## config.mk

```make
export PLATFORM = sky130hd
export DESIGN_NAME = mse_front_flat
export DESIGN_NICKNAME = d
export VERILOG_FILES = /design/src/rtl/mse_pkg.sv /design/src/rtl/mse_if.sv /design/src/rtl/mse_front.sv /design/src/flat_wrapper.sv
export SDC_FILE = /design/constraint.sdc
export NUM_CORES = 1
export LEC_CHECK = 0
export ABC_AREA = 1
export BUFFER_PORTS_ARGS = -buffer_cell sky130_fd_sc_hd__buf_2
export CORE_MARGIN = 2
export CORE_UTILIZATION = 53
export DETAILED_ROUTE_END_ITERATION = 7
export GPL_ROUTABILITY_DRIVEN = 1
export GPL_TIMING_DRIVEN = 0
export HOLD_SLACK_MARGIN = 0.08
export PLACE_DENSITY = 0.8
export SYNTH_ARGS = -nofsm -noshare
export SYNTH_HDL_FRONTEND = slang
export SYNTH_SLANG_ARGS = --single-unit
```

## constraint.sdc

```tcl
create_clock -name clk -period 6.9 [get_ports clk]
set_input_delay 0.69 -clock clk [delete_from_list [all_inputs] [get_ports clk]]
set_output_delay 0.69 -clock clk [all_outputs]
set_load 0.02 [all_outputs]
```

## src/rtl/mse_pkg.sv

```systemverilog
// ============================================================================
// mse_pkg: shared types and constants for the MIPS subset executor
// Command codes, field widths and the request records passed from the
// front end through the queue to the execute unit.
// ============================================================================
`timescale 1ns / 1ps
`default_nettype none

package mse_pkg;

  localparam int unsigned MemWords     = 1024;
  localparam int unsigned ProgramLines = 1024;
  localparam int unsigned MemAw        = $clog2(MemWords);
  localparam int unsigned QDepth       = 2;

  typedef enum logic [3:0] {
    CMD_NOP  = 4'd0,
    CMD_J    = 4'd1,
    CMD_ADD  = 4'd2,
    CMD_SUB  = 4'd3,
    CMD_MUL  = 4'd4,
    CMD_DIV  = 4'd5,
    CMD_ADDI = 4'd6,
    CMD_SUBI = 4'd7,
    CMD_LW   = 4'd8,
    CMD_SW   = 4'd9,
    CMD_BEQ  = 4'd10
  } cmd_t;

  // Operation class decided by the front end
  typedef enum logic [2:0] {
    OP_NONE,
    OP_JUMP,
    OP_ALU,
    OP_DIV,
    OP_LOAD,
    OP_STORE,
    OP_BRANCH,
    OP_FAULT
  } op_t;

  typedef enum logic [2:0] {
    ALU_ADD,
    ALU_SUB,
    ALU_MUL,
    ALU_ADDI,
    ALU_SUBI
  } alu_t;

  // Raw request as it arrives on the input channel
  typedef struct packed {
    logic [3:0]         command;
    logic [4:0]         dest_reg;
    logic [4:0]         src_reg;
    logic [4:0]         third_reg;
    logic signed [31:0] immediate;
    logic [11:0]        byte_address;
    logic [9:0]         target_index;
    logic [9:0]         current_index;
  } in_req_t;

  // Classified request held in the queue
  typedef struct packed {
    op_t         op;
    alu_t        alu;
    logic [4:0]  rd;
    logic [4:0]  rs;
    logic [4:0]  rt;
    logic [31:0] imm;
    logic [MemAw-1:0] word;
    logic [10:0] target;   // already clamped
    logic [10:0] next_seq; // current + 1
    logic [9:0]  cur;
  } dec_req_t;

  typedef struct packed {
    logic [10:0]        next_index;
    logic               executed_flag;
    logic               address_fault;
    logic signed [31:0] written_value;
  } out_res_t;

  typedef enum logic [2:0] {
    EX_IDLE,
    EX_READ,
    EX_MUL,
    EX_DIV,
    EX_DIVFIX,
    EX_LOAD,
    EX_DONE
  } ex_state_t;

endpackage

`default_nettype wire

```

## src/rtl/mse_if.sv

```systemverilog
// ============================================================================
// mse_if: valid/ready channel
// Carries one request type with a source and a sink side.
// ============================================================================
`timescale 1ns / 1ps
`default_nettype none

interface mse_in_if;
  logic              valid;
  logic              ready;
  mse_pkg::in_req_t  data;
  modport source (output valid, output data, input ready);
  modport sink   (input valid, input data, output ready);
endinterface


`default_nettype wire

```

## src/rtl/mse_front.sv

```systemverilog
// ============================================================================
// mse_front: decode stage and request queue
// Classifies each request (alignment, target clamp, memory word) and
// queues it for the execute unit.
// ============================================================================
`timescale 1ns / 1ps
`default_nettype none

module mse_front (
  input  wire logic               clk,
  input  wire logic               rst_n,
  mse_in_if.sink                  in_ch,
  output mse_pkg::dec_req_t       q_data,
  output logic                    q_valid,
  input  wire logic               q_pop
);

  localparam int unsigned PtrW = $clog2(mse_pkg::QDepth);

  mse_pkg::dec_req_t mem_r [mse_pkg::QDepth];
  logic [PtrW-1:0]   wp_r, wp_nxt, rp_r, rp_nxt;
  logic [PtrW:0]     cnt_r, cnt_nxt;
  mse_pkg::dec_req_t dec;
  logic              push;

  // Classification
  always_comb begin
    dec          = '0;
    dec.rd       = in_ch.data.dest_reg;
    dec.rs       = in_ch.data.src_reg;
    dec.rt       = in_ch.data.third_reg;
    dec.imm      = in_ch.data.immediate;
    dec.word     = in_ch.data.byte_address[mse_pkg::MemAw+1:2];
    dec.cur      = in_ch.data.current_index;
    dec.next_seq = {1'b0, in_ch.data.current_index} + 11'd1;
    dec.target   = ({1'b0, in_ch.data.target_index} >= 11'(mse_pkg::ProgramLines)) ?
                   11'(mse_pkg::ProgramLines) : {1'b0, in_ch.data.target_index};
    dec.op       = mse_pkg::OP_NONE;
    dec.alu      = mse_pkg::ALU_ADD;
    case (in_ch.data.command)
      mse_pkg::CMD_J:    dec.op = mse_pkg::OP_JUMP;
      mse_pkg::CMD_ADD:  begin dec.op = mse_pkg::OP_ALU; dec.alu = mse_pkg::ALU_ADD;  end
      mse_pkg::CMD_SUB:  begin dec.op = mse_pkg::OP_ALU; dec.alu = mse_pkg::ALU_SUB;  end
      mse_pkg::CMD_MUL:  begin dec.op = mse_pkg::OP_ALU; dec.alu = mse_pkg::ALU_MUL;  end
      mse_pkg::CMD_DIV:  dec.op = mse_pkg::OP_DIV;
      mse_pkg::CMD_ADDI: begin dec.op = mse_pkg::OP_ALU; dec.alu = mse_pkg::ALU_ADDI; end
      mse_pkg::CMD_SUBI: begin dec.op = mse_pkg::OP_ALU; dec.alu = mse_pkg::ALU_SUBI; end
      mse_pkg::CMD_LW:
        dec.op = (in_ch.data.byte_address[1:0] != 2'b00) ? mse_pkg::OP_FAULT
                                                           : mse_pkg::OP_LOAD;
      mse_pkg::CMD_SW:
        dec.op = (in_ch.data.byte_address[1:0] != 2'b00) ? mse_pkg::OP_FAULT
                                                           : mse_pkg::OP_STORE;
      mse_pkg::CMD_BEQ:  dec.op = mse_pkg::OP_BRANCH;
      default:           dec.op = mse_pkg::OP_NONE;
    endcase
  end

  assign in_ch.ready = (cnt_r != (PtrW+1)'(mse_pkg::QDepth));
  assign push        = in_ch.valid && in_ch.ready;
  assign q_valid     = (cnt_r != '0);
  assign q_data      = mem_r[rp_r];

  // Queue pointers
  always_comb begin
    wp_nxt  = push ? wp_r + 1'b1 : wp_r;
    rp_nxt  = q_pop ? rp_r + 1'b1 : rp_r;
    cnt_nxt = cnt_r + (PtrW+1)'(push) - (PtrW+1)'(q_pop);
  end

  always_ff @(posedge clk) begin
    if (!rst_n) begin
      wp_r  <= '0;
      rp_r  <= '0;
      cnt_r <= '0;
    end else begin
      wp_r  <= wp_nxt;
      rp_r  <= rp_nxt;
      cnt_r <= cnt_nxt;
    end
  end

  always_ff @(posedge clk) begin
    if (push) mem_r[wp_r] <= dec;
  end

endmodule

`default_nettype wire

```

## src/flat_wrapper.sv

```systemverilog
// flat-port wrapper written by rule: the top's interface ports become plain ports
module mse_front_flat 
  (clk, rst_n, q_data, q_valid, q_pop, in_ch_valid, in_ch_data, in_ch_ready);
  mse_in_if in_ch_i ();
  input  wire logic clk;
  input  wire logic rst_n;
  output mse_pkg::dec_req_t q_data;
  output logic q_valid;
  input  wire logic q_pop;
  input wire logic [$bits(in_ch_i.valid)-1:0] in_ch_valid;
  input wire logic [$bits(in_ch_i.data)-1:0] in_ch_data;
  output wire logic [$bits(in_ch_i.ready)-1:0] in_ch_ready;
  assign in_ch_i.valid = in_ch_valid;
  assign in_ch_i.data = in_ch_data;
  assign in_ch_ready = in_ch_i.ready;
  mse_front u_core (.clk(clk), .rst_n(rst_n), .in_ch(in_ch_i), .q_data(q_data), .q_valid(q_valid), .q_pop(q_pop));
endmodule
```

Word level (Yosys, flattened, before mapping)
Memories as Yosys holds them, arrays and structs flattened. A register that Yosys moved wholly into a read port is not among the register bits.
Cells that the tools add are included.
{"block": "word_totals", "ff_bits": 4, "mem_bits_rw": 188, "in_bits": 87, "wordCells": 32, "n_memories": 1}
{"block": "op_classes", "addsub": 5, "eq_ne": 11, "mux": 8, "n_reduce_logical": 4}
{"name": "u_core.mem_r", "depth": 2, "width": 94, "read_ports": 1, "rd_clocked_by_memory_dff": 1, "write_ports": 1, "line_no": "mse_front.sv:20", "source": "mse_pkg::dec_req_t mem_r [mse_pkg::QDepth];"}
{"op": "3-bit one-hot mux with 6 select lines", "count": 1}
{"op": "4-bit by 3-bit == test with 1-bit output, second input constant", "count": 4}
{"op": "4-bit == test, second input constant", "count": 3}
{"op": "3-bit one-hot mux with 4 select lines", "count": 1}
{"op": "10-bit by 1-bit adder with 11-bit output, second input constant", "count": 1}
{"op": "4-bit by 2-bit == test with 1-bit output, second input constant", "count": 2}
{"op": "5-bit OR reduction", "count": 1}
{"op": "4-bit by 1-bit == test with 1-bit output, second input constant", "count": 1}
{"op": "1-bit 2-to-1 mux", "count": 4}
{"op": "2-bit 2-to-1 mux", "count": 2}
{"op": "2-bit nonzero test", "count": 2}
{"op": "1-bit adder, second input constant", "count": 2}
{"op": "2-bit by 1-bit adder with 2-bit output", "count": 1}
{"op": "2-bit inequality test, second input constant", "count": 1}
{"op": "2-bit by 1-bit subtractor with 2-bit output", "count": 1}
{"op": "1-bit logical AND", "count": 1}

Depth between registers and ports, before layout
Gate-level depths: netlist (run 1).
{"block": "depth", "depth_word": 4, "depth_mapped": 10, "depth_no_buf": 10}

Worst setup path after synthesis (run 1)
Ideal clock, no wire load.
{"block": "synth_path", "path_type": "input -> register", "from": "in in_ch_valid", "to": "mem u_core.mem_r[0][0] in the netlist's numbering (enable)", "arrival_ns": 4.677, "t_required_ns": 6.353, "setup_slack_ns": 1.676, "cell_stages": 2, "cell_sequence": "nand2_1 nor2_1"}
{"block": "synth_between", "elab_chain_cells": 3}
{"element": "from (decl)", "line_no": "flat_wrapper.sv:10", "source": "input wire logic [$bits(in_ch_i.valid)-1:0] in_ch_valid;"}
{"element": "1-bit logical AND", "line_no": "mse_front.sv:60", "source": "assign push = in_ch.valid && in_ch.ready;"}
{"element": "1-bit 2-to-1 mux", "line_no": "mse_front.sv:84", "source": "if (push) mem_r[wp_r] <= dec;"}
{"element": "1-bit 2-to-1 mux (implied by the code)", "line_no": "mse_front.sv:84"}
{"element": "to (decl)", "line_no": "mse_front.sv:20"}
Every way passes these cells.

==> results.txt, run 1 <==
* Result of the run: complete, no violations
- Layout Skew: 8.10 ps
- The count of cells in the finished layout, fillers not included, comes to 796.
* Latest clock arrival within the worst-skew pair: 420 ps
- Fin crit period: 2440 ps
* Final ANT Viol Nets: 0
- Cell taking the most area after synthesis: edfxtp_1
- Class of the tightest hold or removal check: input pin to flop
* Core Box Area: 0.0137 mm2
- Vertical die dimension: 122 um
* Biggest area contributors in the synthesized netlist: edfxtp_1 77%, mux2_2 14%, nand2_1 1.6%
* Initial antenna violation count: 1
* Minimum hold slack: 450 ps
- Total of max-cap violations: 0
* Post-CTS setup repair buffer count: 0
- Area fraction in compound gates after synthesis: 0.476%
* Master cell of the clock root buffer: clkbuf_16
* Most common library cells after synthesis: 188 x edfxtp_1, 94 x mux2_2, 31 x nand2_1
* Count of state elements after synthesis: 193
- Number of gates resized after CTS: 0
* Post-Synth Simple-Gate Area: 3.59%
- Sequential cell area fraction in the yosys report: 78.1%
- Slowest stage delay, CP: 360 ps
* Average cell area after synthesis: 18.5 um2
- Summing the areas of all xor and xnor instances in the mapped netlist gives 0.357% of the synthesized area.
- Slowest cell on crit path: dfxtp_1
* Number of max-slew violations in the final report: 0
* Pin count of the biggest net entering global routing: 50
- Total number of placement rows: 43
* Vias in the first global route: 4,019
- Largest family of logic cells by synthesized area: multiplexers
- The number of placed instances, taps included, is 764.
- From synthesis to final layout, the design area changed by 24.9%.
* Startpoint type of the worst setup path: flop
- After routing the design area is 0.00919 mm2.
- The congestion estimate from routability-driven global placement came to 0.802.
* Share of Yosys cell area claimed by the top area cell type: 76.7%
- After clock tree synthesis, the flow added hold-fix buffers numbering 0.
- The final critical path takes up 35.4% of the cycle.
- Fraction of synthesized area in multiplexers: 14.4%
- In this run, the number of DRC markers left after iteration 0 of detailed routing was 280.
- The most common cell in the synthesized netlist is edfxtp_1.
- Before CTS, the worst setup slack after placement is 4730 ps.
- The number of hold violations in the final report was 0.
- Total power divided by cell area: 309 mW/mm2
- Layout cells sized above 1: 52.8%
- Slew at the pin closest to its max-slew limit: 662 ps
- Cell count of the worst hold path: 1
- Once the floorplan was initialized, standard cells occupied 53.6% of the core.
- FILL cells: 949
- Detailed routing inserted a total of 3,981 vias.
- The multi-input combinational cells in the finished layout cover a total of 0.00143 mm2.
- Worst Path Required: 6210 ps
* Leakage: 3.57 nW
* Final worst setup slack: 4460 ps
- Summing all flip-flop and latch instances after layout gives 0.00575 mm2.
- Across the VDD grid, the largest voltage drop is 157 uV.
- CP bufs+invs: 3
- Clock Pin Slew Worst Setup and Hold Paths: 70 ps
- For this run, design rule violations remaining after detail routing come to 0.
- Kind of critical path: flop to output pin
- Number of cells on the critical path: 4
* TritonCTS clock tree: built
- Along the worst path, the maximum fanout reaches 10.
- Number of synthesized flops with an enable pin: 188
* Buffers on Ports: 182
* Path depth of the worst reg2reg path: 6
* Synth warn: 0
- The first global-routing pass estimated 19,700 um of wire.
- The mapped netlist covers 0.00736 mm2.
- The final layout contains 693 nets.
* Clk sinks: 193
- In this run, distinct cell masters in the synthesized netlist total 20.
- First drt pass iteration count: 7
- Grouping stages by cell kind, the critical path spends the most delay in buffers and inverters.
* Maximum level of the CTS H-tree: 4
- The worst setup path is captured at an output pin.
* Average detailed-routed wire length per instance: 16.4 um
- Arrival time of data at the critical path endpoint: 1750 ps
* Unrepaired setup endpoints after global routing: no
- 184 I/O pins were placed.
- The cell count after synthesis came out at 398.
- The routed design has 13,100 um of wire.
- Counting along the longest clock path gives a buffer depth of 2.
* Final antenna diode count: 0
- # setup viols final: 0
* Via density per instance: 5.00
- Die width: 122 um
- Global routing finished with a remaining overflow of 0.
* Area share of fa/ha/maj cells after synthesis: 0.510%
* GRT Resource Usage Total: 18.0%
* Cell breakdown of the critical path: buf_4, buf_6, mux2_2, buf_2
- In this run the cell area measured after placement is 0.00860 mm2.
- Synth Net Count: 488
- Headroom to the max-slew limit came out at 55.9%.
* Detail Placement HPWL: 8980 um
- Clock tree synthesis inserted a total of 17 buffers.
* Die area: 0.0148 mm2
- Based on the critical path, the design can be clocked at up to 410 MHz.
- Share of async-settable or async-resettable flops after synthesis: 0%
* Top flip-flop cell by instance count after synthesis: edfxtp_1
## cell type report
cell class	instances	share of cell area, %
Sequential cell	193	62.5
Clock inverter	14	1.78
Tap cell	180	2.45
Timing Repair Buffer	186	10.9
Multi-Input combinational cell	170	15.6
Clock buffer	18	4.67
Inverter	24	1.01
Buffer	11	1.06
## worst reg2reg max path, stage by stage, from the launching register on
cell and delay, ps:
dfxtp_1 310, inv_1 70, nand2_1 90, nand2_1 120, nor2_4 500, buf_16 250, buf_12 220
## metrics by stage
stage	power [mW]	setup TNS [ps]	util [%]
finish	2.84	0	67.0
global route	2.95	0	67.0
CTS	2.87	0	67.0
detailed placement	1.90	0	62.7
global placement	1.88	-21560	61.9
floorplan	1.74	0	-
## where the power goes
part	leakage (nW)	internal, mW	switching, mW
clock	0.286	0.569	0.402
sequential	1.79	1.42	0.0240
combinational	1.49	0.166	0.265
total	3.57	2.15	0.690
## state kept, by name, summed over array words and instances (netlist names), named ones only
register      count
u_core.mem_r    188
u_core.wp_r       1
u_core.cnt_r      2
u_core.rp_r       1
## logic make-up after synthesis
kind of cell               count (synthesis)
muxes                                     94
other                                      1
and+or+nand+nor                           63
AOI/OAI and AO/OA                          6
buffers and inverters                     35
DFF                                      193
xor gates and xnor gates                   3
adders and majority gates                  3
## placed cells by master (no fill, tap or decap), drive strengths merged, types with 3 or more instances in the layout
| cell | instances |
|---|---|
| buf | 197 |
| edfxtp | 188 |
| mux2 | 94 |
| nand2 | 31 |
| inv | 26 |
| clkbuf | 18 |
| nor2 | 16 |
| nand3 | 10 |
| clkinv | 6 |
| dfxtp | 5 |
| nand4 | 4 |
| o21ai | 3 |
| xor2 | 3 |
| ha | 3 |
| clkinvlp | 3 |
| bufinv | 3 |
## metal layers
layer | global-route usage [%] | wire, um | vias to the layer above
met5 | 0 | 8 | -
met3 | 5.76 | 836 | 22
met4 | 7.90 | 242 | 2
li1 | - | - | 1909
met2 | 30.0 | 6660 | 136
met1 | 21.5 | 5310 | 1912
## worst paths after layout
| check | start | slack [ps] | end |
|---|---|---|---|
| setup / recovery | flop | 4460 | q_data[19] |
| hold reg to reg | u_core.rp_r | 510 | u_core.rp_r |
| hold / removal | in_ch_data[53] | 450 | u_core.mem_r[0][62] |
| setup reg to reg | u_core.cnt_r[0] | 5030 | u_core.mem_r[0][30] |
No activity file was read; power rests on OpenSTA's default activity.
==> run 2, diff against run 1 <==
ABC_AREA = 0   (was 1)
clock period = 2.4 ns   (was 6.9 ns; I/O delays follow)
==> results.txt, run 2 <==
- The tool flagged a number of max-cap violations equal to 0.
- 0 antenna diodes ended up in the layout.
- Vias in the first global route: 4,493
- Synthesis produced a netlist with a net count of 443.
- Post-layout util: 74.0%
* Most common library cells after synthesis: 188 x edfxtp_1, 94 x mux2_2, 10 x xnor2_1
* Cell internal pwr: 6.76 mW
* Slew at the pin closest to its max-slew limit: 666 ps
* Number of synthesized flops with an enable pin: 188
- The startpoint identified for the worst hold timing path is in_ch_data[6].
- Core Box Area: 0.0133 mm2
- Buffers inserted during clock tree synthesis total 17.
- Worst Path Required: 2160 ps
* Cell taking the most area after synthesis: edfxtp_1
* Number of remaining DRC errors: 0
- Counting distinct cell types in the post-synthesis netlist gives 27.
- The library cells used most frequently in the layout, excluding fill and tap cells, are 188 x edfxtp_1, 185 x buf_2, 94 x mux2_2.
* Signed area change from the synthesized netlist to the final layout: 35.3%
* Summed instance area of the synthesized netlist: 0.00727 mm2
- Top flip-flop cell by instance count after synthesis: edfxtp_1
- TritonCTS clock tree: built
- Detailed routing inserted a total of 4,192 vias.
- After legalization and detailed placement, the total HPWL measured 8950 um.
- Cell breakdown of the critical path: buf_4, buf_6, mux2_2, buf_2
* FILL cells: 792
* Pin count of the biggest net entering global routing: 50
* Startpoint type of the worst setup path: flop
- Total number of placement rows: 42
* Count of state elements after synthesis: 193
- The register with the most flip-flops in the layout has 188 of them.
* Layout cells sized above 1: 50.0%
* Fraction of power consumed by combinational cells: 20.5%
- The flow ran to the end, and the final reports show no timing, DRC or antenna violations.
* Largest fanout of any net on the critical path: 10
- Wire length of the first global-routing pass: 22,000 um
- After clock tree synthesis, the clock-pin slew on the worst setup and hold paths is 60 ps.
- In the post-synthesis netlist, the cell with the most instances is edfxtp_1.
* Fin crit period: 2070 ps
* Die area: 0.0147 mm2
- Share of total power consumed by net switching: 25.8%
- Total power consumption of the routed design: 9.10 mW
- Average detailed-routed wire length per instance: 17.8 um
- The initial utilization of the core area, before any placement, comes to 54.7%.
- Setup violations remaining at the end of the flow were counted as 0.
- Via density per instance: 5.11
- VDD sags by at most 618 uV.
* Share of async-settable or async-resettable flops after synthesis: 0%
- Weighted congestion reported at the end of routability-driven placement: 0.769
- The worst pin sits at a relative slew slack of 55.6%.
- The analysis attributes to cell leakage a power of 3.71 nW.
* Die width: 121 um
- Accumulated negative setup slack: 0 ps
* Leftover overflow at the end of global routing: 0
- The first detailed-routing pass took 4 iterations.
* Sequential cell fraction of total power: 48.3%
* Final ANT Viol Nets: 0
- In the final layout, the registers with the most flip-flops are u_core.mem_r (188), u_core.cnt_r (2).
- Arrival time of data at the critical path endpoint: 1830 ps
* Register with the most flip-flops: u_core.mem_r
- In this run the worst hold path is classified as input pin to flop.
- For this block, the routed nets add up to 14,600 um of wire.
- Slowest stage delay, CP: 410 ps
- Of the available clock period, the critical path in the final layout requires 86.0%.
* Timing-limited maximum frequency: 484 MHz
- The worst setup path is captured at an output pin.
* Dominant delay contributor by cell family on the critical path: buffers and inverters
- Number of max-slew violations in the final report: 0
- Kind of critical path: flop to output pin
- By area the synthesized netlist is led by edfxtp_1 78%, mux2_2 15%, dfxtp_1 1.4%.
- The clock passes through at most 2 buffers.
- Counting both buffers and inverters, the worst setup path holds a total of 3.
- Buffers on Ports: 182
* Sequential cell area fraction in the yosys report: 79.0%
- The clock network is responsible for 31.2% of the overall power.
- Final hold violations: 0
- Vertical die dimension: 121 um
- Between clock sinks in the finished design, the worst skew comes to 5.26 ps.
- Count of routing violations after the opening detailed-route iteration: 243
- Clock tree synthesis found a total of 193 sinks.
- After synthesis, the largest area contributor takes up 77.7% of total cell area.
- Master cell of the clock root buffer: clkbuf_16
* Most common cell after layout, fill and taps aside: edfxtp_1
- Average cell area after synthesis: 20.6 um2
- Count of pins on the block boundary: 184
- Initial antenna violation count: 0
* Latest clock arrival within the worst-skew pair: 420 ps
- Unrepaired setup endpoints after global routing: no
- Power spread over the standard cell area amounts to 925 mW/mm2.
- Synth warn: 0
* Number of nets at the end of the flow: 722
- GRT Resource Usage Total: 20.3%
- In this run the number of H-tree levels came out at 4.
- The slowest stage of the critical path is the dfxtp_1 cell.
* Cells after Synth: 353
* Total net switching power: 2.34 mW
- Worst reg2reg startpoint: u_core.cnt_r[0]
run 2: worst paths after layout:
| path | to | slack (ps) | cells past startpoint |
|---|---|---|---|
| min | u_core.mem_r[1][6] | 100 | 1 |
| max reg2reg | u_core.mem_r[1][55] | 600 | 3 |
| min reg2reg | u_core.wp_r | 600 | 2 |
| max | q_data[5] | 330 | 4 |
run 2: power by group through the flow:
stage                     Combinational [mW]  Sequential, mW  Clock (mW)
final                                   1.87            4.39        2.84
after global routing                    1.99            4.43        3.01
after CTS                               1.88            4.39        2.88
after detailed placement                1.77            4.46           0
after global placement                  1.67            4.46           0
after floorplan                         1.14            4.43           0
run 2: per-stage QoR:
stage | instance area, um2 | instances | hold slack (ps) | setup WS [ps]
after floorplan | 7280 | 353 | 339 | 0.466
after global placement | 8410 | 711 | 427 | -681
after detailed placement | 8490 | 714 | 432 | 561
after CTS | 9840 | 820 | 83.5 | 279
after global routing | 9840 | 820 | 91.5 | 232
final | 9840 | 820 | 97.4 | 335
run 2: cell families after synthesis:
kind of cell | share of synthesized area, %
compound gates | 0.551
mux | 14.6
flops | 79.0
fa+ha+maj | 0.516
simple gates | 2.13
buf+inv | 1.70
xor+xnor | 1.45
other cells | 0.0516
run 2: layer usage:
metal | GRT usage (%) | up-vias | part of all wire (%)
met2 | 36.8 | 142 | 54
met5 | 0 | - | 0
met3 | 4.93 | 30 | 4.8
met4 | 9.96 | 0 | 3.0
li1 | - | 1938 | -
met1 | 22.0 | 2082 | 38
run 2: repair_timing:
item,4_1_cts,5_1_grt
gates resized for setup,0,0
buffers inserted,0,0
hold endpoints to repair,152,0
hold buffers,75,0
run 2: area by class of cell:
| cell class | count | area [um2] | area share (%) |
|---|---|---|---|
| buffer | 11 | 97.6 | 0.992 |
| multi-input combinational | 142 | 1410 | 14.4 |
| clock inverter | 12 | 166 | 1.69 |
| timing repair buffer | 260 | 1730 | 17.6 |
| tap | 176 | 220 | 2.24 |
| clock buffer | 19 | 433 | 4.40 |
| sequential | 193 | 5750 | 58.4 |
| inverter | 7 | 30.0 | 0.305 |
==> run 3, diff against run 2 <==
BUFFER_PORTS_ARGS = not set   (was -buffer_cell sky130_fd_sc_hd__buf_2)
CORE_UTILIZATION = 54   (was 53)
DONT_BUFFER_PORTS = 1   (was not set)
GPL_TIMING_DRIVEN = not set   (was 0)
PLACE_DENSITY = 0.69   (was 0.8)
==> results.txt, run 3 (synthesis gave the netlist of run 2 again) <==
- Result of the run: complete, no violations
- STA puts the critical path data required time at 2160 ps.
- The first global-routing pass estimated 19,000 um of wire.
- The region available for standard cell placement spans 0.0132 mm2.
- For this configuration, the core starts out at a cell density of 55.1%.
* Number of remaining DRC errors: 0
- Minimum hold slack: 111 ps
* Number of flip-flops under the largest register name: 188
- Between clock sinks in the finished design, the worst skew comes to 5.94 ps.
* Number of nets at the end of the flow: 543
* Most common cell after layout, fill and taps aside: edfxtp_1
- Total power divided by cell area: 947 mW/mm2
- Across the VDD grid, the largest voltage drop is 550 uV.
- Global routing used 17.9% of the available tracks across all layers.
- Largest registers in the final layout: u_core.mem_r (188), u_core.cnt_r (2)
* Detail Placement HPWL: 7790 um
- The critical path is of the flop to output pin type.
- The slowest stage of the critical path belongs to the cell dfxtp_4.
* # setup viols final: 0
- Number of non-filler instances in the completed layout: 642
- Final period util: 83.8%
- Master cell of the clock root buffer: clkbuf_16
- Entering global routing, the biggest net connects 53 pins.
- For this run, the slowest stage of the critical path takes 580 ps.
* Layout cells sized above 1: 29.0%
- The repair_antennas step left the layout with diodes totalling 0.
- For this block, the initial DRC count from the detailed router was 192.
- After routing, the total negative slack on setup checks comes to 0 ps.
- From left edge to right edge, the die measures 120 um.
- Leftover overflow at the end of global routing: 0
* Timing-limited maximum frequency: 497 MHz
- Setup repair after global routing left no endpoint under its margin.
* Number of buffers on the longest clock path: 2
- Register with the most flip-flops: u_core.mem_r
- Latest clock arrival within the worst-skew pair: 410 ps
* Count of placed standard cells including taps: 524
- The die is 120 um tall.
- The initial antenna violation count was 0.
- Final hold violations: 0
- Startpoint type of the worst setup path: flop
- Total number of placement rows: 42
- The worst path in the final design needs a cycle of 2010 ps, including I/O delays and setup.
* Most frequent cells in the layout: 188 x edfxtp_1, 94 x mux2_2, 86 x dlygate4sd3_1
- Signed area change from the synthesized netlist to the final layout: 22.8%
* Post-layout util: 67.7%
* Number of clock buffers inserted by TritonCTS: 17
* Vias after detailed routing: 3,464
* Count of pins on the block boundary: 184
- Setup crit end kind: output pin
- Cell breakdown of the critical path: buf_12, mux2_2
- Via density per instance: 5.40
- The count of pins over their slew limit is 0.
* Buffers on Ports: 0
- Vias in the first global route: 3,593
- The tightest min-delay check is of the input pin to flop type.
- For this run, the detailed router's first-pass iteration total came to 4.
- Total of max-cap violations: 0
* Clk sinks: 193
- Weighted congestion reported at the end of routability-driven placement: 0.739
- Leakage: 2.98 nW
- Clock Pin Slew Worst Setup and Hold Paths: 60 ps
- Aggregate routed wire length: 12,900 um
* Arrival time of data at the critical path endpoint: 1770 ps
- Largest fanout of any net on the critical path: 39
* Die area: 0.0144 mm2
- TritonCTS built the clock tree.
* Average detailed-routed wire length per instance: 20.0 um
- Once detail routing completed, the nets flagged for antenna violations numbered 0.
* Maximum level of the CTS H-tree: 4
-- run 3: layout make-up --
type | count | area, um2
multi-input cells | 142 | 1410
clock buffers | 19 | 433
clock inverters | 13 | 113
inverters | 7 | 30.0
well taps | 176 | 220
repair buffers | 92 | 968
fillers | 855 | 4260
flip-flops and latches | 193 | 5750
-- run 3: metrics by stage --
step	total power, mW	setup slack, ps	cell area [um2]
CTS	8.54	360	8930
floorplan	5.58	0.466	7280
finish	8.45	389	8930
global placement	5.81	772	7520
global route	8.77	305	8930
detailed placement	5.85	762	7520
-- run 3: timing repair --
action,4_1_cts,5_1_grt
setup buffers,0,0
resized for setup,0,0
hold endpoints to repair,188,0
hold buffers,86,0
-- run 3: critical path: cells and delay by family (launching register included) --
kind | cells | cell delay, ps
flip-flops | 1 | 580
buffers and inverters | 1 | 280
multiplexers | 1 | 450
-- run 3: layer usage --
metal	GRT usage [%]	vias to the layer above	routed length (um)
met2	30.4	120	6660
met1	20.3	1751	5020
met5	0	-	0
met4	6.40	0	170
met3	7.32	13	1020
li1	-	1580	-
-- run 3: path summary, 6_finish.rpt --
path / from / to / slack [ps] / depth (start not counted)
worst min-delay path: in_ch_data[79] / u_core.mem_r[0][90] / 110 / 2
worst min register to register: u_core.rp_r / u_core.rp_r / 590 / 2
worst max register to register: u_core.cnt_r[0] / u_core.mem_r[1][46] / 740 / 3
worst max-delay path: flop / q_data[15] / 390 / 2
-- run 3: power by group --
| part | switching [mW] | internal, mW |
|---|---|---|
| clock network | 1.13 | 1.43 |
| logic | 0.984 | 0.519 |
| registers | 0.128 | 4.27 |
| total | 2.24 | 6.22 |
